## src/design/gpu_bitfield_align_alu_unit_macros.svh

```systemverilog
// ----------------------------------------------------------------------------
// Assertion macros for the bit-field / align ALU
// Concurrent checks clocked on clk, disabled while arst_n is low.
// ----------------------------------------------------------------------------
`ifndef GPU_BITFIELD_ALIGN_ALU_UNIT_MACROS_SVH
`define GPU_BITFIELD_ALIGN_ALU_UNIT_MACROS_SVH

// same-cycle implication
`define GBA_ASSERT_IMP(label, ante, cons, msg) \
	label: assert property (@(posedge clk) disable iff (!arst_n) (ante) |-> (cons)) \
		else $error(msg);

// next-cycle implication
`define GBA_ASSERT_NXT(label, ante, cons, msg) \
	label: assert property (@(posedge clk) disable iff (!arst_n) (ante) |=> (cons)) \
		else $error(msg);

`endif

```

## src/design/gba_pkg.sv

```systemverilog
// ----------------------------------------------------------------------------
// gba_pkg
// Opcodes and stage payload types of the bit-field / align ALU.
// ----------------------------------------------------------------------------
`default_nettype none

package gba_pkg;

	typedef enum logic [2:0] {
		OP_SBFE_U    = 3'd0,
		OP_SBFE_I    = 3'd1,
		OP_VBFE_U    = 3'd2,
		OP_VBFE_I    = 3'd3,
		OP_BFM       = 3'd4,
		OP_BFI       = 3'd5,
		OP_ALIGNBIT  = 3'd6,
		OP_ALIGNBYTE = 3'd7
	} op_t;

	// decode stage payload
	typedef struct packed {
		op_t         op;
		logic [63:0] funnel;  // {hi, lo} operand of the right shifter
		logic [5:0]  shamt;   // right shift amount, 0..63
		logic [5:0]  width;   // field or mask width, 0..32
		logic [4:0]  off;     // mask offset for bfm
		logic [31:0] aux;     // base data for bfi
	} dec_t;

	// shift stage payload
	typedef struct packed {
		op_t         op;
		logic [31:0] shifted; // shifted word, or bfi result
		logic [31:0] mask;    // width ones from bit 0
		logic [5:0]  width;
		logic [4:0]  off;
	} shf_t;

	// result payload
	typedef struct packed {
		logic        cond_written;
		logic        cond_flag;
		logic [31:0] result;
	} res_t;

endpackage

`default_nettype wire

```

## src/design/gba_decode.sv

```systemverilog
// ----------------------------------------------------------------------------
// gba_decode
// First stage: picks shifter operands, clamps the field width.
// ----------------------------------------------------------------------------
`default_nettype none

module gba_decode import gba_pkg::*; (
	input  wire logic        clk,
	input  wire logic        arst_n,
	input  wire logic        in_valid,
	output logic             in_ready,
	input  wire op_t         op,
	input  wire logic [31:0] src_a,
	input  wire logic [31:0] src_b,
	input  wire logic [31:0] src_c,
	output logic             out_valid,
	input  wire logic        out_ready,
	output dec_t             out_data
);

	logic       valid_s1;
	dec_t       data_s1;
	dec_t       dec_d;
	logic [4:0] ofs;
	logic [6:0] cnt;
	logic [5:0] lim;

	assign ofs = src_b[4:0];
	assign cnt = (op == OP_SBFE_U || op == OP_SBFE_I) ? src_b[22:16] : {2'b00, src_c[4:0]};
	assign lim = 6'd32 - {1'b0, ofs};

	always_comb begin
		dec_d        = '0;
		dec_d.op     = op;
		dec_d.funnel = {src_a, src_b};
		dec_d.aux    = src_c;
		unique case (op)
			OP_SBFE_U, OP_SBFE_I, OP_VBFE_U, OP_VBFE_I: begin
				dec_d.funnel = {32'd0, src_a};
				dec_d.shamt  = {1'b0, ofs};
				// clamp so the field stays inside bit 31
				dec_d.width  = (cnt > {1'b0, lim}) ? lim : cnt[5:0];
			end
			OP_BFM: begin
				dec_d.width = {1'b0, src_a[4:0]};
				dec_d.off   = ofs;
			end
			OP_BFI: begin
				dec_d.shamt = 6'd0;
			end
			OP_ALIGNBIT: begin
				dec_d.shamt = {1'b0, src_c[4:0]};
			end
			OP_ALIGNBYTE: begin
				// counts of eight bytes and more give zero
				if (src_c[4:3] != 2'b00) begin
					dec_d.funnel = '0;
				end
				dec_d.shamt = {src_c[2:0], 3'b000};
			end
		endcase
	end

	assign in_ready = !valid_s1 || out_ready;

	always_ff @(posedge clk or negedge arst_n) begin
		if (!arst_n) begin
			valid_s1 <= 1'b0;
		end else if (in_ready) begin
			valid_s1 <= in_valid;
		end
	end

	always_ff @(posedge clk) begin
		if (in_valid && in_ready) begin
			data_s1 <= dec_d;
		end
	end

	assign out_valid = valid_s1;
	assign out_data  = data_s1;

endmodule

`default_nettype wire

```

## src/design/gba_shift.sv

```systemverilog
// ----------------------------------------------------------------------------
// gba_shift
// Second stage: 64-bit funnel shift right, mask build, select-insert.
// ----------------------------------------------------------------------------
`default_nettype none

module gba_shift import gba_pkg::*; (
	input  wire logic clk,
	input  wire logic arst_n,
	input  wire logic in_valid,
	output logic      in_ready,
	input  wire dec_t in_data,
	output logic      out_valid,
	input  wire logic out_ready,
	output shf_t      out_data
);

	logic        valid_s2;
	shf_t        data_s2;
	shf_t        shf_d;
	logic [63:0] shr;
	logic [31:0] sel;

	assign shr = in_data.funnel >> in_data.shamt;
	assign sel = in_data.funnel[63:32];

	always_comb begin
		shf_d       = '0;
		shf_d.op    = in_data.op;
		shf_d.width = in_data.width;
		shf_d.off   = in_data.off;
		if (in_data.op == OP_BFI) begin
			shf_d.shifted = (sel & in_data.funnel[31:0]) | (~sel & in_data.aux);
		end else begin
			shf_d.shifted = shr[31:0];
		end
		if (in_data.width[5]) begin
			shf_d.mask = '1;
		end else begin
			shf_d.mask = (32'd1 << in_data.width[4:0]) - 32'd1;
		end
	end

	assign in_ready = !valid_s2 || out_ready;

	always_ff @(posedge clk or negedge arst_n) begin
		if (!arst_n) begin
			valid_s2 <= 1'b0;
		end else if (in_ready) begin
			valid_s2 <= in_valid;
		end
	end

	always_ff @(posedge clk) begin
		if (in_valid && in_ready) begin
			data_s2 <= shf_d;
		end
	end

	assign out_valid = valid_s2;
	assign out_data  = data_s2;

endmodule

`default_nettype wire

```

## src/design/gba_merge.sv

```systemverilog
// ----------------------------------------------------------------------------
// gba_merge
// Third stage: applies mask and sign, places bfm mask, sets condition.
// ----------------------------------------------------------------------------
`default_nettype none

module gba_merge import gba_pkg::*; (
	input  wire logic clk,
	input  wire logic arst_n,
	input  wire logic in_valid,
	output logic      in_ready,
	input  wire shf_t in_data,
	output logic      out_valid,
	input  wire logic out_ready,
	output res_t      out_data
);

	logic        valid_s3;
	res_t        data_s3;
	res_t        res_d;
	logic [31:0] field;
	logic [4:0]  sign_idx;
	logic        neg;
	logic        scalar;

	assign field    = in_data.shifted & in_data.mask;
	// width 32 wraps to index 31
	assign sign_idx = in_data.width[4:0] - 5'd1;
	assign neg      = (in_data.width != 6'd0) && in_data.shifted[sign_idx];
	assign scalar   = (in_data.op == OP_SBFE_U) || (in_data.op == OP_SBFE_I);

	always_comb begin
		res_d = '0;
		unique case (in_data.op)
			OP_SBFE_U, OP_VBFE_U: res_d.result = field;
			OP_SBFE_I, OP_VBFE_I: res_d.result = neg ? (field | ~in_data.mask) : field;
			OP_BFM:               res_d.result = in_data.mask << in_data.off;
			OP_BFI, OP_ALIGNBIT, OP_ALIGNBYTE: res_d.result = in_data.shifted;
		endcase
		res_d.cond_written = scalar;
		res_d.cond_flag    = scalar && (res_d.result != 32'd0);
	end

	assign in_ready = !valid_s3 || out_ready;

	always_ff @(posedge clk or negedge arst_n) begin
		if (!arst_n) begin
			valid_s3 <= 1'b0;
		end else if (in_ready) begin
			valid_s3 <= in_valid;
		end
	end

	always_ff @(posedge clk) begin
		if (in_valid && in_ready) begin
			data_s3 <= res_d;
		end
	end

	assign out_valid = valid_s3;
	assign out_data  = data_s3;

endmodule

`default_nettype wire

```

## src/design/gpu_bitfield_align_alu_unit.sv

```systemverilog
// Each accepted item passes the decode, shift and merge stage registers on its way to m_tvalid.
// Throughput: one item per cycle while m_tready does not stall; each of the three is one stage.
// Backpressure: each stage holds its item while the stage after it is full and stalled.
// Reset: arst_n clears the three stage valid bits; payload registers are not reset.
// ----------------------------------------------------------------------------
// gpu_bitfield_align_alu_unit
// Three-stage integer unit: bit-field extract, mask, insert, bit/byte align.
// ----------------------------------------------------------------------------
`default_nettype none

`include "gpu_bitfield_align_alu_unit_macros.svh"

module gpu_bitfield_align_alu_unit import gba_pkg::*; (
	input  wire logic         clk,
	input  wire logic         arst_n,
	input  wire logic         s_tvalid,
	output logic              s_tready,
	input  wire logic [95:0]  s_tdata,  // src_a[31:0], src_b[63:32], src_c[95:64]
	input  wire logic [2:0]   s_tuser,  // opcode[2:0]
	output logic              m_tvalid,
	input  wire logic         m_tready,
	output logic [39:0]       m_tdata   // result[31:0], cond_flag[32], cond_written[33], zero pad
);

	logic s1_valid, s2_ready, s2_valid, s3_ready;
	dec_t s1_data;
	shf_t s2_data;
	res_t s3_data;

	gba_decode u_decode (
		.clk       (clk),
		.arst_n    (arst_n),
		.in_valid  (s_tvalid),
		.in_ready  (s_tready),
		.op        (op_t'(s_tuser)),
		.src_a     (s_tdata[31:0]),
		.src_b     (s_tdata[63:32]),
		.src_c     (s_tdata[95:64]),
		.out_valid (s1_valid),
		.out_ready (s2_ready),
		.out_data  (s1_data)
	);

	gba_shift u_shift (
		.clk       (clk),
		.arst_n    (arst_n),
		.in_valid  (s1_valid),
		.in_ready  (s2_ready),
		.in_data   (s1_data),
		.out_valid (s2_valid),
		.out_ready (s3_ready),
		.out_data  (s2_data)
	);

	gba_merge u_merge (
		.clk       (clk),
		.arst_n    (arst_n),
		.in_valid  (s2_valid),
		.in_ready  (s3_ready),
		.in_data   (s2_data),
		.out_valid (m_tvalid),
		.out_ready (m_tready),
		.out_data  (s3_data)
	);

	assign m_tdata = {6'd0, s3_data};

	`GBA_ASSERT_NXT(a_s1_advance, s1_valid && s2_ready, s2_valid, "item lost between decode and shift")
	`GBA_ASSERT_NXT(a_s2_hold, s2_valid && !s3_ready, s2_valid && $stable(s2_data), "stalled shift stage changed")
	`GBA_ASSERT_IMP(a_no_bubble, m_tready, s_tready, "input stalled while output drains")
	`GBA_ASSERT_IMP(a_cond, m_tvalid && s3_data.cond_written, s3_data.cond_flag == (s3_data.result != 32'd0), "condition flag mismatch")

endmodule

`default_nettype wire

```

## config.mk

```make
export PLATFORM = sky130hd
export DESIGN_NAME = gpu_bitfield_align_alu_unit
export DESIGN_NICKNAME = d
export VERILOG_FILES = /design/src/design/gba_pkg.sv /design/src/design/gba_decode.sv /design/src/design/gba_shift.sv /design/src/design/gba_merge.sv /design/src/design/gpu_bitfield_align_alu_unit.sv
export VERILOG_INCLUDE_DIRS = /design/src /design/src/design
export SDC_FILE = /design/constraint.sdc
export NUM_CORES = 1
export LEC_CHECK = 0
export ABC_AREA = 1
export BUFFER_PORTS_ARGS = -buffer_cell sky130_fd_sc_hd__buf_4
export CAP_MARGIN = 10
export CORE_ASPECT_RATIO = 1.2
export CORE_MARGIN = 2
export CORE_UTILIZATION = 50
export DETAILED_ROUTE_END_ITERATION = 10
export PLACE_DENSITY = 0.75
export SYNTH_ARGS = -nofsm -noshare
export SYNTH_HDL_FRONTEND = slang
export SYNTH_SLANG_ARGS = --single-unit
```

## constraint.sdc

```tcl
create_clock -name clk -period 3.48 [get_ports clk]
set_clock_uncertainty 0.2 [all_clocks]
set_input_delay 0.696 -clock clk [delete_from_list [all_inputs] [get_ports clk]]
set_output_delay 0.696 -clock clk [all_outputs]
set_load 0.02 [all_outputs]
```

After elaboration in Yosys (flattened, before gate mapping) --
Index checks and enable logic that the tools add are counted.
Storage, ports and cells: input bits 103, register bits 231, output and inout bits 42, word-level logic and storage cells 79
Cells by class: bitwise gates (word level) 7, eq/ne operators 14, add/sub/neg operators 3, shift operators 3, muxes and demuxes 11, magnitude comparators 2, reduce and logical (&&, ||, !) cells 22
Operators with widths (count):
- $pmux 32 s4 | 1
- $pmux 64 s2 | 1
- $and 32x32->32 | 3
- $mux 32 | 2
- $mux 64 | 1
- $not 32->32 | 2
- $or 32x32->32 | 2
- $shr 64x6->32 | 1
- $reduce_bool 32->1 | 1
- $shl 1x5->32 const A | 1
- $shl 32x5->32 | 1
- $sub 32x1->32 const B | 1
- $eq 3x3->1 const B | 8
- $pmux 6 s3 | 1
- $eq 3x2->1 const B | 4
- $pmux 6 s2 | 1
- $gt 7x6->1 | 1
- $mux 7 | 1
- $eq 3x1->1 const B | 2
- $logic_not 3->1 | 2
- $lt 5x6->1 const B | 1
- $mux 6 | 1
- $reduce_bool 6->1 | 1
- $sub 6x5->6 const A | 1
- other kinds (10) | 21

Longest topological paths before layout --
word-level depth 8, gate-level depth with buffers 23, gate-level depth less buffers 20

Cells and area by module --
Synthesis repeated with hierarchy kept, for this count alone.
Unflattened totals: cells, all modules 2379, area total of the unflattened synthesis 16781.1 um2
By module, submodules not included:
- gba_shift | cells each 1221, area each 7546.0 um2, sequential area each 2367.3 um2, times used 1
- gba_decode | cells each 371, area each 4708.3 um2, sequential area each 3508.4 um2, times used 1
- gba_merge | cells each 780, area each 4478.0 um2, sequential area each 1046.0 um2, times used 1
- gpu_bitfield_align_alu_unit | cells each 7, area each 48.8 um2, sequential area each 0.0 um2, times used 1

Least setup slack after synthesis --
No wires, ideal clock.
path kind in2reg, start point input port m_tready, end point register u_decode.data_s1, in the netlist u_decode.out_data[0] (enable), cell stages on the path 6, setup time 469 ps, path slack -579 ps, data required time 2811 ps, buffers on the path 0, arrival 3390 ps, path through inv_1 nand2_1 nor2_1 nand2_1 nand2_1 inv_1
On the way: longest elaborated chain between the ends 4
Ends and longest elaborated chain:
- start: declaration | line gpu_bitfield_align_alu_unit.sv:21 | input wire logic m_tready,
- $logic_or 1x1->1 | line gba_merge.sv:44 | assign in_ready = !valid_s3 || out_ready;
- $logic_or 1x1->1 | line gba_shift.sv:44 | assign in_ready = !valid_s2 || out_ready;
- $logic_or 1x1->1 | line gba_decode.sv:64 | assign in_ready = !valid_s1 || out_ready;
- named net s_tready | line gpu_bitfield_align_alu_unit.sv:17 | output logic s_tready,
- $logic_and 1x1->1 | line gba_decode.sv:75 | if (in_valid && in_ready) begin
- end signal: assignment | line gba_decode.sv:76 | data_s1 <= dec_d;
- end: declaration | line gba_decode.sv:22 | dec_t data_s1;
The timed path passes the listed nets, and every way through them passes these cells. A chain may end at the register's enable or synchronous reset.

Worst setup path after layout --
start point register u_decode.data_s1, in the netlist u_decode.out_data[41], end point register u_shift.data_s2, in the netlist u_shift.out_data[39] (data pin)
On the way: longest elaborated chain between the ends 2
Ends and longest elaborated chain:
- $shl 1x5->32 | line gba_shift.sv:40 | shf_d.mask = (32'd1 << in_data.width[4:0]) - 32'd1;
- $sub 32x1->32 | line gba_shift.sv:40
- end signal: assignment | line gba_shift.sv:56 | data_s2 <= shf_d;
- end: declaration | line gba_shift.sv:19 | shf_t data_s2;
No other way between the ends.

==> flow_summary.ini <==
[status]
status = completed

[clock_tree]
clk_latency_ns = 0.55
clkSinkCount = 231
post_cts_buffers = 0
cts-root-buf = clkbuf_16
cts_tree = done
clock_path_buffers = 3
numCtsBuffers = 23
htreeDepth = 1
clkTransAtPathRegs_ns = 0.07
cts_resized = 0

[pwr]
p_per_area_nw_per_um2 = 585.0
vdd_drop_max_mv = 0.4039
total_leakage_power_nw = 8.243
power_mw = 10.93

[final_layout]
drive_gt1_share_pct = 13.42
final_core_utilization_pct = 58.27
syn2layout_area_growth_pct = 15.58
n_antenna_cell = 0
stdcell_count = 2740
fin_nets = 2433

[critical_path]
r2r_end = u_shift.out_data[39]
crit_path_end_kind = flip-flop
arrival_ns = 3.31
worst-setup-path-type = flip-flop to flip-flop
required_ns = 3.53
critPathLaunch = u_decode.out_data[41]
critical_path_peak_fanout = 7
cp_cell_sequence = nor2_1, inv_1, nor2_1, inv_1, ha_1, nand3_1, nor2_2, nand3_1, nor2_1, inv_2, nor2_4, nand4_1, o21ai_1, nand3_1
rr_startpoint = u_decode.out_data[41]
worst_setup_path_start_kind = flip-flop
r2r_slack_ns = 0.22
rr_worst_depth = 14
slowest_delay_ns = 0.57
crit_slowest_cell = edfxtp_1

[logic_synthesis]
synth_compound_area_share_pct = 14.83
yosysSeqAreaShare_pct = 42.80
synth_flop_cell = edfxtp_1
yosys.area_share.simple_pct = 29.77
synthXorXnorAreaFrac_pct = 0.2167
synth-async-reset-ratio_pct = 1.299
yosys.area.top_type_share_pct = 42.34
synth.avg_cell_area_sq_um = 7.364
muxShareOfSynthArea_pct = 2.538
synth-adder-area-share_pct = 0.7738
syn_inst = 2196
syn_area_sq_um = 16170
ys_top_cells_by_area = edfxtp_1, nand2_1, nand3_1
synth_top_area_cell = edfxtp_1
synth_cell_type_count = 50
synth-seq-cells = 231
synth-edff-count = 228
yosys_warnings = 0
synth_top_family_by_area = simple AND/OR/NAND/NOR gates

[routing]
vias = 16070
wl_per_cell_microns = 21.87
routed_wl_microns = 59920
vias_per_cell = 5.865
firstDrtPassIters = 5
post-route-drc-count = 0
drtIter0Drc = 1841
ant_nets = 0

[timing]
rsz0062_at_grt = no
tightest_slew_ns = 0.8360
finalSetupTns_ns = 0
fmax_ghz = 0.3065
finalCritPeriodShare_pct = 93.76
fin_crit_ns = 3.263
relSlewSlack_pct = 44.06
finalSetupViolCount = 0
drv_slew = 0
hold_viol = 0

[floorplanning]
die_x_microns = 168.2
fp-row-count = 72
fp.dieH_microns = 201
ios = 145
die-area_sq_um = 33800
start_util_pct = 50.42
core_sq_um = 32070

[global_routing]
grt_max_degree = 79
overflow = 0
grt_pass1_vias = 15140
track_usage_pct = 35.30
grt_first_pass_wirelength_microns = 89510
antenna_found_initial = 0

[run]
drv_cap = 0

[min_path]
worstHoldEndpoint = u_decode.out_data[18]
hold_class = input port to flip-flop
hp-start = s_tdata[82]
hold_depth = 1

[placed_design]
io_buffers = 138
place.gp.congestion = 1.047
dp_hpwl_microns = 46870
place_inst = 2701
==> worst max-delay path by stage <==
stage | to | depth (start not counted)
finish | u_shift.out_data[39] | 14
detailed placement | u_decode.out_data[41] | 13
floorplan | u_decode.out_data[0] | 6
CTS | u_merge.out_data[32] | 18
global route | u_merge.out_data[32] | 18
global placement | u_decode.out_data[41] | 13
==> stage by stage <==
stage	setup WS, ns	area, sq um	hold WS [ns]
after floorplan	0.02830	16200	0.2003
after global placement	0.2440	17930	0.2011
after detailed placement	0.2122	17930	0.2088
after CTS	0.3567	18690	0.09949
after global routing	0.05180	18690	0.1020
final	0.2171	18690	0.1160
==> where the power goes <==
group | leakage (nW) | internal [mW] | switching, mW
sequential | 2.25 | 3.72 | 0.493
combinational | 5.63 | 1.37 | 2.76
clock | 0.362 | 1.51 | 1.08
total | 8.24 | 6.60 | 4.33
==> sequential cells by signal, indices dropped and copies added, names as in the netlist <==
register            count
u_decode.out_data     116
u_shift.out_data       78
u_merge.out_data       34
u_decode.out_valid      1
u_merge.out_valid       1
u_shift.out_valid       1
==> timing repair <==
action                                  CTS  global route
endpoints found under the setup margin    0             0
hold buffers                              1             0
endpoints found under the hold margin     3             0
==> worst max-delay path, delay by kind of cell, from the launching register on <==
family                     cells  cell delay, ns
buffers and inverters          3            0.39
adders and majority gates      1            0.24
DFF                            1            0.57
AOI/OAI and AO/OA              1            0.19
and+or+nand+nor                9            1.38
==> layout make-up <==
cell class                 instances  area (sq um)
clock buffer                      28         594.3
clock inverter                    10         157.7
fill                            2976         13380
inverter                         227         858.3
multi-input combinational       1611          7836
sequential                       231          6922
tap                              407         509.2
timing repair buffer             226          1812
==> cells by family (layout without fill, tap and decap cells) <==
| group | after synthesis | in the layout |
|---|---|---|
| simple gates | 1129 | 1129 |
| compound gates | 421 | 421 |
| buf+inv | 359 | 491 |
| flops | 231 | 231 |
| mux | 41 | 41 |
| fa+ha+maj | 10 | 10 |
| xor+xnor | 4 | 4 |
| other cells | 1 | 6 |
==> layer usage <==
layer,vias up,wire length [microns],track usage (%)
li1,7692,-,-
met1,7396,21560,39.62
met2,753,29240,61.29
met3,229,3726,4.259
met4,0,5389,26.66
met5,-,0,0
==> synth_stat cells, drive strengths merged (2+ instances only) <==
cell / n
a211oi: 25
a21oi: 60
a31oi: 22
a32oi: 9
a41oi: 4
and3: 2
buf: 50
clkbuf: 82
clkinv: 5
dfrtp: 3
edfxtp: 228
ha: 10
inv: 222
mux2i: 41
nand2: 607
nand3: 276
nand3b: 17
nand4: 4
nor2: 186
nor3: 4
o211ai: 23
o21ai: 226
o221ai: 2
o22ai: 40
o31ai: 4
o41ai: 2
or2: 32
xor2: 4
==> placed cells by master, fill, tap and decap left out, drive strengths merged, types with 6 or more instances in the layout <==
master | Yosys | routed
o22ai | 40 | 40
a21oi | 60 | 60
inv | 222 | 223
or2 | 32 | 32
a211oi | 25 | 25
ha | 10 | 10
clkbuf | 82 | 28
nor2 | 186 | 186
clkinv | 5 | 8
conb | 1 | 6
nand3 | 276 | 276
mux2i | 41 | 41
nand2 | 607 | 607
edfxtp | 228 | 228
o21ai | 226 | 226
a31oi | 22 | 22
o211ai | 23 | 23
nand3b | 17 | 17
buf | 50 | 225
a32oi | 9 | 9
Power figures use the tool's default switching activity.
